File: src/hdl/mfed_pkg.sv
// Package for the motor feedback enable detector.
// Holds item structs, window sizing constants and register index codes.
// No dependencies.
package mfed_pkg;

    localparam int WINDOW_LEN      = 4;
    localparam int CONFIRM_WINDOWS = 2;

    localparam int CODE_W   = 12;
    localparam int THRESH_W = 14;
    localparam int OFFSET_W = 32;
    localparam int CFG_W    = 32;
    localparam int IDX_W    = (WINDOW_LEN > 1) ? $clog2(WINDOW_LEN) : 1;
    localparam int FILL_W   = $clog2(WINDOW_LEN + 1);
    localparam int CNT_W    = $clog2(CONFIRM_WINDOWS + 1);
    localparam int SUM_W    = CODE_W + $clog2(WINDOW_LEN);
    localparam int CMP_W    = (SUM_W > THRESH_W) ? SUM_W : THRESH_W;

    localparam logic [6:0] FRAME_BYTES = 7'd8;

    typedef enum logic [1:0] {
        CFG_POSITION_OFFSET = 2'd0,
        CFG_WINDOW_SUM_THRESHOLD = 2'd1,
        CFG_DETECT_ENABLE = 2'd2
    } cfg_index_t;

    typedef struct packed {
        logic [63:0] frame_bytes;
        logic        id_extended;
        logic [6:0]  byte_count;
    } in_item_t;

    typedef struct packed {
        logic [7:0]         motor_id;
        logic [15:0]        position_code;
        logic [11:0]        velocity_code;
        logic [11:0]        torque_code;
        logic [7:0]         temperature;
        logic [7:0]         error_code;
        logic signed [31:0] offset_position;
        logic               drive_active;
    } out_item_t;

    typedef struct packed {
        logic              strobe;
        logic [CODE_W-1:0] torque;
    } det_req_t;

endpackage

File: src/hdl/mfed_detect.sv
// Torque activity detector: sliding window of absolute torque-code deltas,
// running sum, threshold compare and confirmation count.
// Depends on mfed_pkg.
module mfed_detect import mfed_pkg::*; (
    input  logic                aclk,
    input  logic                aresetn,
    input  det_req_t            req,
    input  logic [THRESH_W-1:0] threshold,
    output logic                confirmed_next
);

    logic                have_prev_reg, have_prev_next;
    logic [CODE_W-1:0]   prev_reg, prev_next;
    logic [CODE_W-1:0]   win_reg [WINDOW_LEN];
    logic [IDX_W-1:0]    idx_reg, idx_next;
    logic [FILL_W-1:0]   fill_reg, fill_next;
    logic [SUM_W-1:0]    sum_reg, sum_next;
    logic [CNT_W-1:0]    cnt_reg, cnt_next;
    logic                flag_reg, flag_next;
    logic [CODE_W-1:0]   delta;
    logic                full;
    logic                win_we;

    always_comb begin
        have_prev_next = have_prev_reg;
        prev_next      = prev_reg;
        idx_next       = idx_reg;
        fill_next      = fill_reg;
        sum_next       = sum_reg;
        cnt_next       = cnt_reg;
        flag_next      = flag_reg;
        win_we         = 1'b0;
        full           = (fill_reg == FILL_W'(WINDOW_LEN));
        delta          = (req.torque >= prev_reg) ? (req.torque - prev_reg)
                                                  : (prev_reg - req.torque);
        if (req.strobe) begin
            prev_next      = req.torque;
            have_prev_next = 1'b1;
            if (have_prev_reg) begin
                win_we   = 1'b1;
                // drop the oldest delta once the window is full
                sum_next = sum_reg - (full ? SUM_W'(win_reg[idx_reg]) : '0)
                         + SUM_W'(delta);
                if (!full) begin
                    fill_next = fill_reg + 1'b1;
                end
                idx_next = (idx_reg == IDX_W'(WINDOW_LEN - 1)) ? '0 : idx_reg + 1'b1;
                if (fill_next == FILL_W'(WINDOW_LEN)) begin
                    if (CMP_W'(sum_next) >= CMP_W'(threshold)) begin
                        if (cnt_reg < CNT_W'(CONFIRM_WINDOWS)) begin
                            cnt_next = cnt_reg + 1'b1;
                        end
                        if (cnt_next >= CNT_W'(CONFIRM_WINDOWS)) begin
                            flag_next = 1'b1;
                        end
                    end else begin
                        cnt_next = '0;
                    end
                end
            end
        end
    end

    assign confirmed_next = flag_next;

    always_ff @(posedge aclk) begin
        if (!aresetn) begin
            have_prev_reg <= 1'b0;
            prev_reg      <= '0;
            idx_reg       <= '0;
            fill_reg      <= '0;
            sum_reg       <= '0;
            cnt_reg       <= '0;
            flag_reg      <= 1'b0;
            for (int i = 0; i < WINDOW_LEN; i++) begin
                win_reg[i] <= '0;
            end
        end else begin
            have_prev_reg <= have_prev_next;
            prev_reg      <= prev_next;
            idx_reg       <= idx_next;
            fill_reg      <= fill_next;
            sum_reg       <= sum_next;
            cnt_reg       <= cnt_next;
            flag_reg      <= flag_next;
            if (win_we) begin
                win_reg[idx_reg] <= delta;
            end
        end
    end

endmodule

File: src/hdl/motor_feedback_enable_detect.sv
// An accepted item passes through the input register, then the result register, before
// m_valid rises. Throughput: one item per cycle while the result register is empty or
// m_ready is high; rejected frames leave the input register with no result.
// The result register lets a new item enter while a result waits for m_ready.
// Reset (aresetn low, synchronous) clears valids, config registers and detector state.
// Top level of the motor feedback unpacker and enable detector; uses mfed_pkg, mfed_detect.
module motor_feedback_enable_detect import mfed_pkg::*; (
    input  logic             aclk,
    input  logic             aresetn,
    input  logic             cfg_wr_en,
    input  logic [1:0]       cfg_index,
    input  logic [CFG_W-1:0] cfg_wdata,
    input  logic             s_valid,
    output logic             s_ready,
    input  in_item_t         s_data,
    output logic             m_valid,
    input  logic             m_ready,
    output out_item_t        m_data
);

    logic signed [OFFSET_W-1:0] offset_reg;
    logic [THRESH_W-1:0]        thresh_reg;
    logic                       det_en_reg;

    logic      in_valid_reg;
    in_item_t  in_data_reg;
    logic      out_valid_reg;
    out_item_t out_data_reg;

    logic      frame_ok;
    logic      out_free;
    logic      adv;
    logic      load_out;
    det_req_t  det_req;
    logic      confirmed_next;
    out_item_t result;

    always_ff @(posedge aclk) begin
        if (!aresetn) begin
            offset_reg <= '0;
            thresh_reg <= '0;
            det_en_reg <= 1'b0;
        end else if (cfg_wr_en) begin
            case (cfg_index)
                CFG_POSITION_OFFSET:      offset_reg <= cfg_wdata[OFFSET_W-1:0];
                CFG_WINDOW_SUM_THRESHOLD: thresh_reg <= cfg_wdata[THRESH_W-1:0];
                CFG_DETECT_ENABLE:        det_en_reg <= cfg_wdata[0];
                default: ;
            endcase
        end
    end

    assign frame_ok = !in_data_reg.id_extended && (in_data_reg.byte_count == FRAME_BYTES);
    assign out_free = !out_valid_reg || m_ready;
    // a rejected frame leaves without needing the result register
    assign adv      = in_valid_reg && (!frame_ok || out_free);
    assign load_out = adv && frame_ok;
    assign s_ready  = !in_valid_reg || adv;

    assign det_req.strobe = load_out && det_en_reg;
    assign det_req.torque = in_data_reg.frame_bytes[27:16];

    mfed_detect u_detect (
        .aclk           (aclk),
        .aresetn        (aresetn),
        .req            (det_req),
        .threshold      (thresh_reg),
        .confirmed_next (confirmed_next)
    );

    always_comb begin
        result.motor_id        = in_data_reg.frame_bytes[63:56];
        result.position_code   = in_data_reg.frame_bytes[55:40];
        result.velocity_code   = in_data_reg.frame_bytes[39:28];
        result.torque_code     = in_data_reg.frame_bytes[27:16];
        result.temperature     = in_data_reg.frame_bytes[15:8];
        result.error_code      = in_data_reg.frame_bytes[7:0];
        result.offset_position = $signed({16'd0, in_data_reg.frame_bytes[55:40]}) + offset_reg;
        result.drive_active    = confirmed_next;
    end

    always_ff @(posedge aclk) begin
        if (!aresetn) begin
            in_valid_reg  <= 1'b0;
            out_valid_reg <= 1'b0;
        end else begin
            if (s_ready) begin
                in_valid_reg <= s_valid;
            end
            if (load_out) begin
                out_valid_reg <= 1'b1;
            end else if (m_ready) begin
                out_valid_reg <= 1'b0;
            end
        end
    end

    always_ff @(posedge aclk) begin
        if (s_ready && s_valid) begin
            in_data_reg <= s_data;
        end
        if (load_out) begin
            out_data_reg <= result;
        end
    end

    assign m_valid = out_valid_reg;
    assign m_data  = out_data_reg;

endmodule

File: config.mk
export PLATFORM = sky130hd
export DESIGN_NAME = motor_feedback_enable_detect
export DESIGN_NICKNAME = d
export VERILOG_FILES = /design/src/hdl/mfed_pkg.sv /design/src/hdl/mfed_detect.sv /design/src/hdl/motor_feedback_enable_detect.sv
export SDC_FILE = /design/constraint.sdc
export NUM_CORES = 1
export LEC_CHECK = 0
export BUFFER_PORTS_ARGS = -buffer_cell sky130_fd_sc_hd__clkbuf_2
export CAP_MARGIN = 5
export CORE_MARGIN = 1
export CORE_UTILIZATION = 30
export CTS_CLUSTER_SIZE = 40
export DETAILED_ROUTE_END_ITERATION = 12
export HOLD_SLACK_MARGIN = 0.05
export MAX_ROUTING_LAYER = met4
export SLEW_MARGIN = 20
export SYNTH_ARGS = -nofsm -noshare
export SYNTH_HDL_FRONTEND = slang
export SYNTH_SLANG_ARGS = --single-unit
File: constraint.sdc
create_clock -name aclk -period 5.5 [get_ports aclk]
set_clock_uncertainty 0.05 [all_clocks]
set_input_delay 0.825 -clock aclk [delete_from_list [all_inputs] [get_ports aclk]]
set_output_delay 0.825 -clock aclk [all_outputs]
set_load 0.01 [all_outputs]
After elaboration in Yosys (flattened, before gate mapping)
Memory sizes are Yosys's and may differ from the RTL's. A register that Yosys moved wholly into a read port is not among the register bits.
Cells that the tools add are included.

cells by class
  $add $sub $neg = 8
  magnitude comparators = 4
  eq/ne operators = 6
  muxes and demuxes = 30
  reductions and logical operators = 20

operators by type and width
  operator                                                  number
  two-way mux 12 bit                                        3
  adder 17 x 32 -> 32 bit                                   1
  subtractor 12 bit                                         2
  two-way mux 2 bit                                         10
  adder 14 x 12 -> 14 bit                                   1
  greater-or-equal comparator 14 bit                        1
  two-way mux 1 bit                                         14
  subtractor 14 bit                                         1
  greater-or-equal comparator 12 bit                        1
  OR reduction 12 bit                                       1
  two-way mux 3 bit                                         3
  AND reduction 2 bit                                       4
  equality test 7 x 4 -> 1 bit, second input constant       1
  equality test 3 bit, second input constant                2
  logical AND 1 bit                                         5
  adder 2 x 1 -> 2 bit, second input constant               2
  equality test 2 bit, second input constant                2
  logical NOT 1 bit                                         4
  adder 3 x 1 -> 3 bit, second input constant               1
  logical OR 1 bit                                          3
  AND reduction 3 bit                                       1
  equality test 2 x 1 -> 1 bit, second input constant       1
  greater-or-equal comparator 2 bit, second input constant  1
  logical NOT 2 bit                                         1
  2 further kinds                                           2

word-level totals
  register bits after elaboration = 253
  memory bits (writable) = 48
  input port bits = 111
  output and inout port bits = 99
  memories = 1

memories
  memory            depth  width  read ports  clocked after memory_dff  write ports  line               source
  u_detect.win_reg  4      12     1           1                         4            mfed_detect.sv:14  logic [CODE_W-1:0] win_reg [WINDOW_LEN];

Longest topological paths before layout
Gate-level depths: netlist of the first run.

  depth after elaboration = 18
  gate-level depth with buffers = 28
  gate-level depth less buffers = 27

Cells and area by module
Synthesis of the first run repeated with hierarchy kept, for this count alone.

unflattened totals
  cells, all modules = 1223
  area total of the unflattened synthesis = 14584.0 um^2

by module, submodules not included
  module                        instances  cells each  area each (um^2)  sequential area each (um^2)
  motor_feedback_enable_detect  1          550         8156.6            6055.8
  mfed_detect                   1          673         6427.4            2182.1

Worst setup path after synthesis of the first run
Ideal clock, no wire load.

  path type = register to register
  from = register in_data_reg[2] (netlist name)
  to = register out_data_reg, in the netlist m_data[0], enable pin
  library setup time = 564 ps
  arrival = 5443 ps
  required time = 4886 ps
  slack = -557 ps
  cell stages (with the launch flop) = 6
  buffers on the path = 2
  period minus slack after synthesis = 6057 ps
  cells stage by stage = edfxtp_1 > nor4b_1 > nand4_1 > clkbuf_1 > buf_1 > nor2b_1

on the way
  cells in the longest elaborated chain, start to end = 6

RTL lines
  item                              line                                 source
  start, declared                   motor_feedback_enable_detect.sv:26   in_item_t in_data_reg;
  start signal, assigned            motor_feedback_enable_detect.sv:100  in_data_reg <= s_data;
  equality test 7 x 4 -> 1 bit (*)  motor_feedback_enable_detect.sv:53   assign frame_ok = !in_data_reg.id_extended && (in_data_reg.byte_count == FRAME_BYTES);
  logical AND 1 bit (*)             motor_feedback_enable_detect.sv:53
  logical NOT 1 bit                 motor_feedback_enable_detect.sv:56   assign adv = in_valid_reg && (!frame_ok || out_free);
  logical OR 1 bit                  motor_feedback_enable_detect.sv:56
  logical AND 1 bit                 motor_feedback_enable_detect.sv:56
  logical AND 1 bit (*)             motor_feedback_enable_detect.sv:57   assign load_out = adv && frame_ok;
  via load_out                      motor_feedback_enable_detect.sv:33   logic load_out;
  end signal, assigned              motor_feedback_enable_detect.sv:103  out_data_reg <= result;
  end, declared                     motor_feedback_enable_detect.sv:28   out_item_t out_data_reg;

The timed path passes the listed nets; every way through them passes the cells marked *.
A chain may end at the register's enable or synchronous reset.

Worst setup path in the final report of the first run
  from = register in_data_reg, in the netlist det_req[0]
  to = register u_detect.cnt_reg[0]

on the way
  cells in the longest elaborated chain, start to end = 5

RTL lines
  item                                       line               source
  subtractor 12 bit (tied with other cells)  mfed_detect.sv:35  : (prev_reg - req.torque);
  two-way mux 12 bit (*)                     mfed_detect.sv:34  delta = (req.torque >= prev_reg) ? (req.torque - prev_reg)
  adder 14 x 12 -> 14 bit (*)                mfed_detect.sv:43  + SUM_W'(delta);
  greater-or-equal comparator 14 bit (*)     mfed_detect.sv:49  if (CMP_W'(sum_next) >= CMP_W'(threshold)) begin
  two-way mux 2 bit (*)                      mfed_detect.sv:49
  end signal, assigned                       mfed_detect.sv:84  cnt_reg <= cnt_next;
  end, declared                              mfed_detect.sv:18  logic [CNT_W-1:0] cnt_reg, cnt_next;

Mark *: on every way between the ends. The rest lies on a longest branch, timed or not.

==> impl_metrics.py, run 1 <==
metrics = {
    "timing": {
        "fmax_ghz": 0.1763,
        "fin_crit_ps": 5671,
        "rsz0062_at_grt": "true",
        "final_hold_viol_count": 0,
        "setup_viol": 4,
        "slew_headroom_pct": 31.99,
        "setup-tns-final_ps": -652.4,
        "tightest_slew_ps": 1016,
        "min_period_over_period_pct": 103.1,
        "worst_hold_slack_ps": 366.5,
        "slew_viol_final": 0,
        "finalWorstSetupSlack_ps": -171.1,
    },
    "power": {
        "comb_power_share_pct": 18.5,
        "peakVddDrop_v": 0.0002503,
        "p_int_mw": 4.625,
        "power.switching_mw": 1.513,
        "totalPowerFinal_mw": 6.138,
        "p_leak_nw": 6.924,
        "switching_share_pct": 24.65,
        "p_seq_share_pct": 41.7,
        "p_per_area_mw_per_mm2": 349.8,
        "p_clk_share_pct": 39.9,
    },
    "worst_setup_path": {
        "arrival_ps": 6050,
        "critPathMaxStageDelay_ps": 440,
        "critPathMaxFanout": 6,
        "required_ps": 5880,
        "start_kind": "flop",
        "slowest_stage": "fa_1",
        "criticalPathCategory": "flop to flop",
        "r2r-start": "det_req[0]",
        "end_kind": "flop",
        "cp-startpoint": "det_req[0]",
    },
    "layout": {
        "drive_gt1_share_pct": 27.79,
        "nFillCells": 4378,
        "layout.cells.non_filler": 2073,
        "final_nets": 1644,
        "area_growth_pct": 27.68,
        "largest_reg_flops": 97,
        "final_util_pct": 38.75,
    },
    "global_route": {
        "grt_pass1_wl_um": 49060,
        "grt_start_max_net_pins": 97,
        "antenna_found_initial": 1,
        "grt_usage_pct": 13.57,
        "grt_overflow_total": 0,
        "grt_pass1_vias": 9487,
    },
    "clock_tree": {
        "cts_tree": "built",
        "cts-root-buf": "clkbuf_16",
        "h-tree-depth": 2,
        "cts_sinks": 303,
        "cts_buffers": 35,
        "clockBufferDepth": 3,
        "clkTransAtPathRegs_ps": 60,
        "clock_latency_ps": 550,
    },
    "floorplanning": {
        "ios": 210,
        "start_util_pct": 30.35,
        "die-area_sq_mm": 0.04667,
        "rows": 78,
        "core_sq_mm": 0.04528,
        "die_w_um": 216.0,
        "dieHeight_um": 216.0,
    },
    "worst_hold_path": {
        "min_from": "in_data_reg[43]",
        "hp-class": "flop to flop",
    },
    "synth": {
        "avgSynthCellArea_sq_um": 12.01,
        "ys.warnings.count": 0,
        "synthFlopType": "edfxtp_1",
        "netlist_instances": 1144,
        "synth_area_leader_cell": "edfxtp_1",
        "synth.distinct_cells": 61,
        "synth_nets": 1342,
        "syn-cell-area_sq_mm": 0.01374,
        "ys_async_sr_fraction_pct": 0,
        "ys_ff_latch": 303,
        "synth_top_area_share_pct": 47.41,
        "synth-edff-count": 217,
        "synth_area_leaders": "edfxtp_1 47%, dfxtp_1 13%, ha_1 6.6%, nand2_1 4.7%, a21boi_0 4.0%",
        "ys_seq_area_share_pct": 59.94,
    },
    "placement": {
        "dp_cells": 1992,
        "gp_congestion": 0.8514,
        "portBuffers": 209,
        "hpwl_um": 22150,
    },
    "routing": {
        "finalWirelength_um": 31120,
        "dr.pass1.iters": 5,
        "drt_first_iter_violations": 518,
        "postRouteAntennaNets": 0,
        "wl_per_cell_um": 15.01,
        "vias_per_cell": 4.598,
        "route.detailed.drc": 0,
        "vias": 9532,
    },
    "status": {
        "status": "complete, but fails checks",
        "violations": "negative setup slack",
    },
    "flow_run": {
        "drv_cap": 0,
    },
}
==> critical path, delay by kind of cell (launching register included) <==
family          cells  cell delay (ps)
compound gates     10             2010
xor+xnor            3              460
fa+ha+maj           5             1500
buf+inv             6              680
flops               1              390
mux                 1              190
simple gates        3              280
==> cell usage after synthesis, drive strengths merged, types with 16 or more instances <==
master,n
dfxtp,86
o21ai,43
inv,76
xnor2,42
a21oi,43
edfxtp,217
ha,72
nor2,83
a21boi,73
clkbuf,34
nand2,173
a21o,16
==> final timing paths <==
path / cells after the start / slack, ps / end
worst max-delay path: 28 / -170 / u_detect.cnt_reg[0]
worst min-delay path: 0 / 370 / m_data[68]
worst max register to register: 28 / -170 / u_detect.cnt_reg[0]
worst min register to register: 0 / 370 / m_data[68]
==> metrics by stage <==
step	setup WS (ps)	cell area, sq um
floorplan	7.136	13780
global placement	-302.0	16040
detailed placement	-357.1	16040
CTS	-190.2	17400
global route	-456.9	17550
finish	-171.1	17550
==> what timing repair did <==
action / in CTS / in global routing
pin swaps: 9 / 11
setup endpoints to repair: 4 / 4
buffers inserted: 9 / 8
hold buffers: 0 / 0
resized for setup: 16 / 14
==> layer usage <==
metal	share of wire, %	track usage (%)
met5	0	-
met4	2.7	5.117
met3	4.9	2.791
met2	49	22.35
met1	44	16.33
==> cell type report <==
class / instances / area [sq um] / share of cell area (%)
Multi-Input combinational cell: 724 / 5260 / 29.98
Antenna cell: 1 / 2.502 / 0.01426
Tap cell: 600 / 750.7 / 4.278
Clock inverter: 16 / 217.7 / 1.241
Inverter: 76 / 285.3 / 1.626
Clock buffer: 47 / 1002 / 5.712
Sequential cell: 303 / 8238 / 46.95
Timing Repair Buffer: 306 / 1790 / 10.20
==> power groups by stage <==
stage / Combinational [mW] / Sequential [mW] / Clock [mW]
final: 1.13 / 2.56 / 2.45
after global routing: 1.26 / 2.56 / 2.59
after CTS: 1.06 / 2.56 / 2.52
after detailed placement: 1.01 / 2.61 / 0
after global placement: 0.992 / 2.60 / 0
after floorplan: 0.619 / 2.60 / 0
==> layout by cell type (no fill, tap or decap), types with 4 or more instances in the layout <==
cell type	netlist	layout
a211o_1	5	4
a211oi_1	6	4
a21boi_0	73	73
a21o_1	16	16
a21oi_1	43	41
and2_1	4	4
and3_1	4	4
buf_4	1	95
bufinv_16	0	5
clkbuf_1	34	5
clkbuf_16	0	36
clkbuf_2	0	209
clkbuf_8	0	6
clkinv_1	0	5
dfxtp_1	86	86
edfxtp_1	217	217
fa_1	15	14
ha_1	72	69
inv_1	76	72
inv_2	0	4
mux2i_1	14	9
mux2i_2	0	4
mux4_2	12	12
nand2_1	173	173
nand2b_1	10	10
nand3_1	10	10
nand4_1	10	10
nor2_1	83	83
nor2b_1	8	6
nor3_1	6	5
o21a_1	13	13
o21ai_0	41	38
o21ai_1	2	5
o21bai_1	8	7
or3_1	6	6
xnor2_1	42	37
xnor2_2	0	5
xor2_1	8	6
==> logic make-up after synthesis <==
family | synth area share (%)
simple gates | 10.30
flops | 59.94
compound gates | 11.50
buf+inv | 3.350
fa+ha+maj | 8.740
xor+xnor | 3.186
mux | 2.986
Power figures use the tool's default switching activity.
==> run 2, diff against run 1 <==
==> constraint.sdc (replaced) <==
create_clock -name aclk -period 5.5 [get_ports aclk]
set_clock_uncertainty 0.05 [all_clocks]
set_input_delay 1.1 -clock aclk [delete_from_list [all_inputs] [get_ports aclk]]
set_output_delay 1.1 -clock aclk [all_outputs]
set_load 0.01 [all_outputs]
==> impl_metrics.py, run 2 (synthesized netlist as in run 1, its figures left out) <==
metrics = {
    "layout": {
        "drive_gt1_share_pct": 27.87,
        "layout_common_cells": "217 x edfxtp_1, 209 x clkbuf_2, 173 x nand2_1",
        "final_util_pct": 38.72,
        "largest_reg_flops": 97,
        "nFillCells": 4422,
        "diodes": 0,
        "area_growth_pct": 27.59,
        "final_common_cell": "edfxtp_1",
        "final_nets": 1644,
    },
    "clock_tree": {
        "h-tree-depth": 2,
        "clockBufferDepth": 3,
        "cts-root-buf": "clkbuf_16",
        "clock_latency_ps": 550,
        "cts_tree": "built",
        "cts_sinks": 303,
        "cts_buffers": 35,
        "clkTransAtPathRegs_ps": 60,
    },
    "timing": {
        "fin_crit_ps": 5797,
        "finalWorstSetupSlack_ps": -297.4,
        "setup-tns-final_ps": -1050,
        "rsz0062_at_grt": "true",
        "setup_viol": 4,
        "min_period_over_period_pct": 105.4,
        "tightest_slew_ps": 977.0,
        "slew_viol_final": 0,
        "final_hold_viol_count": 0,
        "slew_headroom_pct": 34.63,
        "fmax_ghz": 0.1725,
    },
    "worst_setup_path": {
        "slowest_stage": "fa_2",
        "required_ps": 5880,
        "reg2reg_setup_slack_ps": -300,
        "end_kind": "flop",
        "crit_family": "compound AO/OA/AOI/OAI gates",
        "start_kind": "flop",
        "criticalPathCategory": "flop to flop",
        "arrival_ps": 6180,
        "critPathMaxFanout": 6,
        "critPathBufInv": 5,
        "critPathMaxStageDelay_ps": 590,
    },
    "placement": {
        "hpwl_um": 22430,
        "gp_congestion": 0.8329,
        "portBuffers": 209,
    },
    "routing": {
        "vias_per_cell": 4.572,
        "vias": 9469,
        "finalWirelength_um": 31200,
        "dr.pass1.iters": 5,
        "drt_first_iter_violations": 472,
        "postRouteAntennaNets": 0,
        "wl_per_cell_um": 15.07,
        "route.detailed.drc": 0,
    },
    "floorplanning": {
        "die_w_um": 216.0,
        "start_util_pct": 30.35,
        "ios": 210,
        "rows": 78,
        "core_sq_mm": 0.04528,
        "die-area_sq_mm": 0.04667,
        "dieHeight_um": 216.0,
    },
    "power": {
        "p_leak_nw": 6.952,
        "peakVddDrop_v": 0.0003247,
        "totalPowerFinal_mw": 6.123,
        "p_per_area_mw_per_mm2": 349.2,
    },
    "global_route": {
        "grt_pass1_wl_um": 49830,
        "grt_start_max_net_pins": 97,
        "antenna_found_initial": 0,
        "grt_overflow_total": 0,
        "grt_usage_pct": 13.85,
        "grt_pass1_vias": 9657,
    },
    "flow_run": {
        "drv_cap": 0,
    },
    "worst_hold_path": {
        "hp-class": "flop to flop",
    },
    "status": {
        "violations": "negative setup slack",
        "status": "complete, but fails checks",
    },
}
[run 2: cell count changes in the layout (fill, tap and decap cells not counted), sizes merged]
cell    before  now
bufinv       5    4
diode        1    0
clkbuf     256  254
clkinv       9   11
[run 2: cell type report]
class | instances | area, sq um | share of cell area [%]
sequential | 303 | 8238 | 46.98
clock buffer | 45 | 1008 | 5.751
clock inverter | 17 | 198.9 | 1.134
timing repair buffer | 306 | 1794 | 10.23
tap | 600 | 750.7 | 4.281
multi-input combinational | 724 | 5260 | 30.00
inverter | 76 | 285.3 | 1.627
[run 2: stage by stage]
stage	instances	cell area, sq um	worst slack [ps]	hold WS (ps)
3_3_place_gp	1993	16050	-287.6	350.5
4_1_cts	2067	17410	-284.4	365.0
2_1_floorplan	1144	13780	7.136	350.3
3_5_place_dp	1993	16050	-482.4	354.5
5_1_grt	2071	17540	-621.1	374.4
6_report	2071	17540	-297.4	364.4
[run 2: power by group]
group          switching (mW)  leakage (nW)  internal [mW]
registers              0.0312          2.77           2.53
logic                   0.548          3.58          0.573
clock network           0.955         0.598           1.49
[run 2: layer usage]
layer  GRT usage, %  wire [um]  vias up
li1               -          -     4658
met1          16.62      13590     4525
met2          22.92      15130      225
met3          2.763       1602       61
met4          5.211        881        0
met5              -          0        -
[run 2: worst reg2reg max path: cells and delay by family, from the launching register on]
| family | cells | cell delay (ps) |
|---|---|---|
| AO/OA/AOI/OAI | 12 | 2420 |
| XOR/XNOR | 2 | 320 |
| adder cells (fa/ha/maj) | 5 | 1560 |
| buffers and inverters | 5 | 450 |
| flip-flops | 1 | 400 |
| multiplexers | 1 | 140 |
| AND/OR/NAND/NOR | 3 | 340 |
[run 2: worst paths after layout]
path                                       from                 to  cells past startpoint
worst max-delay path                 det_req[0]  u_detect.flag_reg                     28
worst min-delay path            in_data_reg[38]         m_data[63]                      0
worst max register to register       det_req[0]  u_detect.flag_reg                     28
worst min register to register  in_data_reg[38]         m_data[63]                      0
[run 2: repair_timing]
action                                  in CTS  in global routing
resized for setup                           13                 17
pin swaps                                   11                 22
setup buffers                               12                  4
hold buffers                                 0                  0
endpoints found under the setup margin       4                  4
